--- src/rtl/core/brlcg_pkg.sv ---
// shared types and constants of the bounded random lcg unit
// no dependencies; imported by bounded_random_lcg_unit
`default_nettype none

package brlcg_pkg;

   localparam int SeedWidth  = 16;
   localparam int BoundWidth = 15;
   localparam int DrawWidth  = 15;
   localparam int StateWidth = 32;
   localparam int DrawShift  = 16;
   localparam int CountWidth = $clog2(DrawWidth);

   localparam logic [StateWidth-1:0] LcgMul = 32'd214013;
   localparam logic [StateWidth-1:0] LcgAdd = 32'd2531011;

   // request tdata: timer_seed, lower_bound, upper_bound, zero fill
   localparam int ReqDataWidth = ((SeedWidth + 2 * BoundWidth + 7) / 8) * 8;
   // response tdata: random_value, zero fill
   localparam int RspDataWidth = ((DrawWidth + 7) / 8) * 8;

   typedef enum logic [2:0] {
      ST_IDLE,
      ST_STEP,
      ST_DIVIDE,
      ST_CHECK,
      ST_EMIT
   } brlcg_state_type;

endpackage : brlcg_pkg

`default_nettype wire

--- src/rtl/core/bounded_random_lcg_unit.sv ---
// bounded pseudorandom value generator: lcg step plus rejection on a modulo
// one sequencer drives a multiplier step and a bit-serial remainder unit
// depends on brlcg_pkg
//
// usage:
//   req channel carries one item: a timer count loaded as the generator seed,
//   an inclusive lower bound and an exclusive upper bound. rsp channel returns
//   one item per request: the accepted value in tdata and a range error flag
//   in tuser (value zero when the flag is set).
// timing:
//   each try runs the lcg multiply-add in ST_STEP, then the one-bit-per-cycle
//   restoring remainder unit in ST_DIVIDE over every draw bit, then the lower
//   bound compare in ST_CHECK, which emits the value or starts a new try; the
//   number of tries depends on the data. an empty range skips the tries and
//   goes straight to ST_EMIT.
//   req_tready is high only while the sequencer is idle; one request at a time.
// stalls and reset:
//   a finished result sits in the output register until taken; a new request
//   can be accepted meanwhile, and its result waits until the register frees.
//   reset is synchronous; it empties the output register, returns the
//   sequencer to idle and clears the generator seed.
`default_nettype none

module bounded_random_lcg_unit (
   input  wire logic                              clock,
   input  wire logic                              reset,
   input  wire logic                              req_tvalid,
   output logic                                   req_tready,
   // [15:0] timer_seed, [30:16] lower_bound, [45:31] upper_bound, rest zero
   input  wire logic [brlcg_pkg::ReqDataWidth-1:0] req_tdata,
   output logic                                   rsp_tvalid,
   input  wire logic                              rsp_tready,
   // [14:0] random_value, rest zero
   output logic [brlcg_pkg::RspDataWidth-1:0]     rsp_tdata,
   // [0] range_error
   output logic                                   rsp_tuser
);
   import brlcg_pkg::*;

   brlcg_state_type        state_ff, state_in;
   logic [StateWidth-1:0]  seed_ff, seed_in;
   logic [BoundWidth-1:0]  lo_ff, lo_in;
   logic [BoundWidth-1:0]  hi_ff, hi_in;
   logic [DrawWidth-1:0]   draw_ff, draw_in;
   logic [BoundWidth-1:0]  rem_ff, rem_in;
   logic [CountWidth-1:0]  count_ff, count_in;
   logic                   err_ff, err_in;
   logic                   rsp_valid_ff, rsp_valid_in;
   logic [DrawWidth-1:0]   rsp_value_ff, rsp_value_in;
   logic                   rsp_err_ff, rsp_err_in;

   logic [StateWidth-1:0]  lcg_next;
   logic [BoundWidth:0]    trial;
   logic                   trial_ge;
   logic                   out_free;
   logic [SeedWidth-1:0]   req_seed;
   logic [BoundWidth-1:0]  req_lo;
   logic [BoundWidth-1:0]  req_hi;

   assign req_seed = req_tdata[SeedWidth-1:0];
   assign req_lo   = req_tdata[SeedWidth +: BoundWidth];
   assign req_hi   = req_tdata[SeedWidth + BoundWidth +: BoundWidth];

   assign lcg_next = StateWidth'(seed_ff * LcgMul + LcgAdd);
   assign trial    = {rem_ff, draw_ff[DrawWidth-1]};
   assign trial_ge = trial >= {1'b0, hi_ff};
   assign out_free = !rsp_valid_ff || rsp_tready;

   assign req_tready = (state_ff == ST_IDLE);
   assign rsp_tvalid = rsp_valid_ff;
   assign rsp_tdata  = RspDataWidth'(rsp_value_ff);
   assign rsp_tuser  = rsp_err_ff;

   always_ff @(posedge clock) begin
      if (reset) begin
         state_ff     <= ST_IDLE;
         rsp_valid_ff <= 1'b0;
         seed_ff      <= '0;
      end else begin
         state_ff     <= state_in;
         rsp_valid_ff <= rsp_valid_in;
         seed_ff      <= seed_in;
      end
   end

   always_ff @(posedge clock) begin
      lo_ff        <= lo_in;
      hi_ff        <= hi_in;
      draw_ff      <= draw_in;
      rem_ff       <= rem_in;
      count_ff     <= count_in;
      err_ff       <= err_in;
      rsp_value_ff <= rsp_value_in;
      rsp_err_ff   <= rsp_err_in;
   end

   always_comb begin
      state_in     = state_ff;
      seed_in      = seed_ff;
      lo_in        = lo_ff;
      hi_in        = hi_ff;
      draw_in      = draw_ff;
      rem_in       = rem_ff;
      count_in     = count_ff;
      err_in       = err_ff;
      rsp_valid_in = rsp_valid_ff && !rsp_tready;
      rsp_value_in = rsp_value_ff;
      rsp_err_in   = rsp_err_ff;

      unique case (state_ff)
         ST_IDLE: begin
            if (req_tvalid) begin
               seed_in = StateWidth'(req_seed);
               lo_in   = req_lo;
               hi_in   = req_hi;
               rem_in  = '0;
               // empty range skips the search
               if (req_hi == '0 || req_hi <= req_lo) begin
                  err_in   = 1'b1;
                  state_in = ST_EMIT;
               end else begin
                  err_in   = 1'b0;
                  state_in = ST_STEP;
               end
            end
         end
         ST_STEP: begin
            seed_in  = lcg_next;
            draw_in  = lcg_next[DrawShift +: DrawWidth];
            rem_in   = '0;
            count_in = CountWidth'(DrawWidth - 1);
            state_in = ST_DIVIDE;
         end
         ST_DIVIDE: begin
            // restoring remainder, one draw bit per cycle, msb first
            rem_in  = trial_ge ? BoundWidth'(trial - {1'b0, hi_ff})
                               : trial[BoundWidth-1:0];
            draw_in = {draw_ff[DrawWidth-2:0], 1'b0};
            if (count_ff == '0) begin
               state_in = ST_CHECK;
            end else begin
               count_in = count_ff - 1'b1;
            end
         end
         ST_CHECK: begin
            state_in = (rem_ff >= lo_ff) ? ST_EMIT : ST_STEP;
         end
         ST_EMIT: begin
            if (out_free) begin
               rsp_valid_in = 1'b1;
               rsp_value_in = err_ff ? '0 : rem_ff;
               rsp_err_in   = err_ff;
               state_in     = ST_IDLE;
            end
         end
         default: begin
            state_in = ST_IDLE;
         end
      endcase
   end

`ifndef SYNTHESIS
   a_err_zero: assert property (@(posedge clock) disable iff (reset)
      rsp_valid_ff && rsp_err_ff |-> rsp_value_ff == '0)
      else $error("range error item carries a nonzero value");

   a_rem_below_hi: assert property (@(posedge clock) disable iff (reset)
      state_ff == ST_DIVIDE |-> rem_ff < hi_ff)
      else $error("partial remainder not below the modulus");

   a_value_in_range: assert property (@(posedge clock) disable iff (reset)
      state_ff == ST_EMIT && out_free && !err_ff |=>
         rsp_value_ff >= $past(lo_ff) && rsp_value_ff < $past(hi_ff))
      else $error("emitted value outside the requested range");

   a_busy_after_accept: assert property (@(posedge clock) disable iff (reset)
      req_tvalid && req_tready |=> state_ff != ST_IDLE)
      else $error("sequencer idle right after accepting an item");

   a_emit_keeps_pending: assert property (@(posedge clock) disable iff (reset)
      rsp_valid_ff && !rsp_tready |=> rsp_valid_ff && $stable(rsp_value_ff))
      else $error("pending result lost or overwritten");
`endif

endmodule : bounded_random_lcg_unit

`default_nettype wire
--- config.mk ---
export PLATFORM = sky130hd
export DESIGN_NAME = bounded_random_lcg_unit
export DESIGN_NICKNAME = d
export VERILOG_FILES = /design/src/rtl/core/brlcg_pkg.sv /design/src/rtl/core/bounded_random_lcg_unit.sv
export SDC_FILE = /design/constraint.sdc
export NUM_CORES = 1
export LEC_CHECK = 0
export ABC_AREA = 1
export BUFFER_PORTS_ARGS = -buffer_cell sky130_fd_sc_hd__buf_2
export CAP_MARGIN = 25
export CELL_PAD_IN_SITES_DETAIL_PLACEMENT = 1
export CELL_PAD_IN_SITES_GLOBAL_PLACEMENT = 2
export CORE_UTILIZATION = 43
export DETAILED_ROUTE_END_ITERATION = 6
export GPL_ROUTABILITY_DRIVEN = 0
export MAX_ROUTING_LAYER = met4
export PLACE_DENSITY_LB_ADDON = 0.1
export SLEW_MARGIN = 20
export SYNTH_ARGS = -nofsm -noshare
export SYNTH_HDL_FRONTEND = slang
export SYNTH_SLANG_ARGS = --single-unit
export TNS_END_PERCENT = 50
--- constraint.sdc ---
create_clock -name clock -period 15 [get_ports clock]
set_input_delay 1.5 -clock clock [delete_from_list [all_inputs] [get_ports clock]]
set_output_delay 1.5 -clock clock [all_outputs]
set_load 0.1 [all_outputs]
==> impl_metrics.toml <==
[logic_synthesis]
synthAdderAreaFrac_pct = 40.0
synth_compound_area_share_pct = 8.41
synth.distinct_cells = 48
synth_nets = 2123
avgSynthCellArea_um2 = 8.44
yosysSeqAreaShare_pct = 21.6
synth-xor-area-share_pct = 1.88
synthSimpleGateAreaFrac_pct = 14.4
synthArstFlopShare_pct = 0
netlist_area_um2 = 14500
ys_seq_elements = 116
synth.mux.area_fraction_pct = 0
synth_top_family_by_area = "adder cells"
synthFlopType = "edfxtp_1"
syn_inst = 1715
synth-edff-count = 81
ys_warn_count = 0

[floorplanning]
initial_core_util_pct = 44.0
core_um2 = 32900
die_w_um = 185
fp-row-count = 66
dieArea_um2 = 34400
fp.dieH_um = 185
pin_count = 71

[drt]
drt_iter0_drc = 534
dr_wl_met3_mm = 1.01
wl_mm = 42.4
m1WireLength_mm = 20.5
vias = 11200
drc = 0
drt.antenna.violating_nets = 0
top_layer = "met4"
wl_per_cell_um = 18.9
met2_length_mm = 20.3
viasPerCell = 5.00
drt_first_pass_iters = 4

[critical_path]
end_kind = "register"
worst_ep_required_time_ns = 15.20
crit_type = "reg -> reg"
critPathBufInv = 6
critical-path-top-delay-family = "adder cells"
crit_arrival_ns = 6.36
start_kind = "register"
critPathMaxFanout = 7
critPathMaxStageDelay_ns = 0.59
r2r-start = "seed_ff[5]"
crit_chain = "inv_1 -> fa_1 -> fa_1 -> fa_1 -> inv_1 -> fa_1 -> fa_1 -> inv_1 -> fa_1 -> inv_1 -> ha_1 -> nand2_1 -> inv_1 -> a21oi_2 -> nand3_1 -> nand2_1 -> inv_1 -> nor2_1 -> nand3_1 -> nand3_1 -> nand2_1"
slowest_stage = "dfxtp_1"
cp-startpoint = "seed_ff[5]"

[global_route]
antenna_found_initial = 0
grt_pass1_wl_mm = 66.9
grt_usage_pct = 27.2
grt_max_degree = 41
grt-ovfl-total = 0
grt_pass1_vias = 11900

[clock_tree]
hold_buffers = 0
cts_num_sinks = 116
cts-root-buf = "clkbuf_16"
cts_tree = "done"
clockBufferDepth = 2
clkSlewWorstSetupHoldPaths_ns = 0.07
cts_setup_buffers = 0
ctsHtreeMaxLevel = 4
clkLatencyLatePin_ns = 0.46
cts-buffers-inserted = 17
cts_resized = 0

[sta]
period_share_pct = 41.1
finalSetupViolCount = 0
relSlewSlack_pct = 45.7
slew_violations = 0
holdWs_ns = 0.489
min_period_ns = 6.16
final.setup.worst_slack_ns = 8.84
fmax_mhz = 162
finalHoldViolCount = 0
finalSetupTns_ns = 0
grt_setup_unrepaired = "no"
fin_worst_skew_ns = 0.0275
worstMarginPinSlew_ns = 0.815

[run]
drv_cap = 0

[hold_path]
worstHoldPathType = "reg -> reg"
min_from = "seed_ff[30]"

[outcome]
outcome = "complete, no violations"

[layout]
n_antenna_cell = 0
syn_to_final_growth_pct = 9.98
nets = 2191
drive_gt1_share_pct = 7.91

[placement]
place_ws_ns = 8.77
hpwl_mm = 36.1
portBuffers = 67
[cell usage after synthesis (all sizes together), types with 12 or more instances]
cell type,number,area (um2)
dfxtp,35,701
fa,178,3560
o21ai,64,343
nand3,77,395
buf,14,87.6
xnor2,12,105
a21oi,108,559
or2,13,81.3
ha,178,2230
inv,495,1860
nor2,98,395
nand4,17,106
nand2,259,987
edfxtp,81,2430
xor2,19,166
[final cells by class]
cell class,instances,area (um2)
fill,3971,16900
inverter,495,1860
clock buffer,20,447
sequential,116,3130
multi-input combinational,1081,9370
clock inverter,12,180
tap,442,553
timing repair buffer,72,377
[metrics by stage]
step	cell area [um2]	utilization, %	instances
detailed placement	15300	46.5	2205
floorplan	14500	-	1715
global route	15900	48.4	2238
CTS	15900	48.4	2237
global placement	15300	46.5	2205
finish	15900	48.4	2238
[cell usage in the layout (no fill, tap or decap), drive strengths merged, types with 5 or more instances in the layout]
cell and instances:
o21bai 8, ha 178, dfxtp 35, inv 497, fa 178, a21oi 108, edfxtp 81, nand3 77
o21ai 64, xor2 19, nor3 11, xnor2 12, or2 13, clkbuf 20, nor2 98, a21o 6
nand2 259, a211oi 7, nand4 17, clkinv 5, buf 72
[cell families (layout without fill, tap and decap cells)]
kind of cell | Yosys count | count (layout)
simple gates | 481 | 481
compound gates | 212 | 212
buf+inv | 518 | 599
xor+xnor | 31 | 31
flops | 116 | 116
fa+ha+maj | 356 | 356
other cells | 1 | 1
[per-layer routing]
layer  track usage [%]  vias to the layer above
met3              3.62                       32
met5                 -                        -
met4              5.65                        0
met1              36.6                     5597
met2              43.9                      127
li1                  -                     5431
[worst paths after layout]
kind	slack [ns]	cells past startpoint	endpoint
worst max-delay path	8.84	21	draw_ff[14]
worst min-delay path	0.49	2	seed_ff[30]
worst max register to register	8.84	21	draw_ff[14]
worst min register to register	0.49	2	seed_ff[30]
[registers in the layout, summed over array words and instances (netlist names), 3 cells and up]
name,flops
rem_ff,15
count_ff,4
draw_ff,15
rsp_value_ff,15
lo_ff,15
state_ff,3
seed_ff,31
hi_ff,15
[worst reg2reg max path, cell delays in order, from the launching register on]
cell and delay, ns:
dfxtp_1 0.59, inv_1 0.26, fa_1 0.51, fa_1 0.44, fa_1 0.52, inv_1 0.06, fa_1 0.49, fa_1 0.54
inv_1 0.05, fa_1 0.48, inv_1 0.05, ha_1 0.40, nand2_1 0.21, inv_1 0.07, a21oi_2 0.20, nand3_1 0.20
nand2_1 0.11, inv_1 0.04, nor2_1 0.30, nand3_1 0.16, nand3_1 0.14, nand2_1 0.07
Power is left out: the tool's default activity adds up to more than one toggle a clock period on the data nets, which glitch-free logic cannot reach.
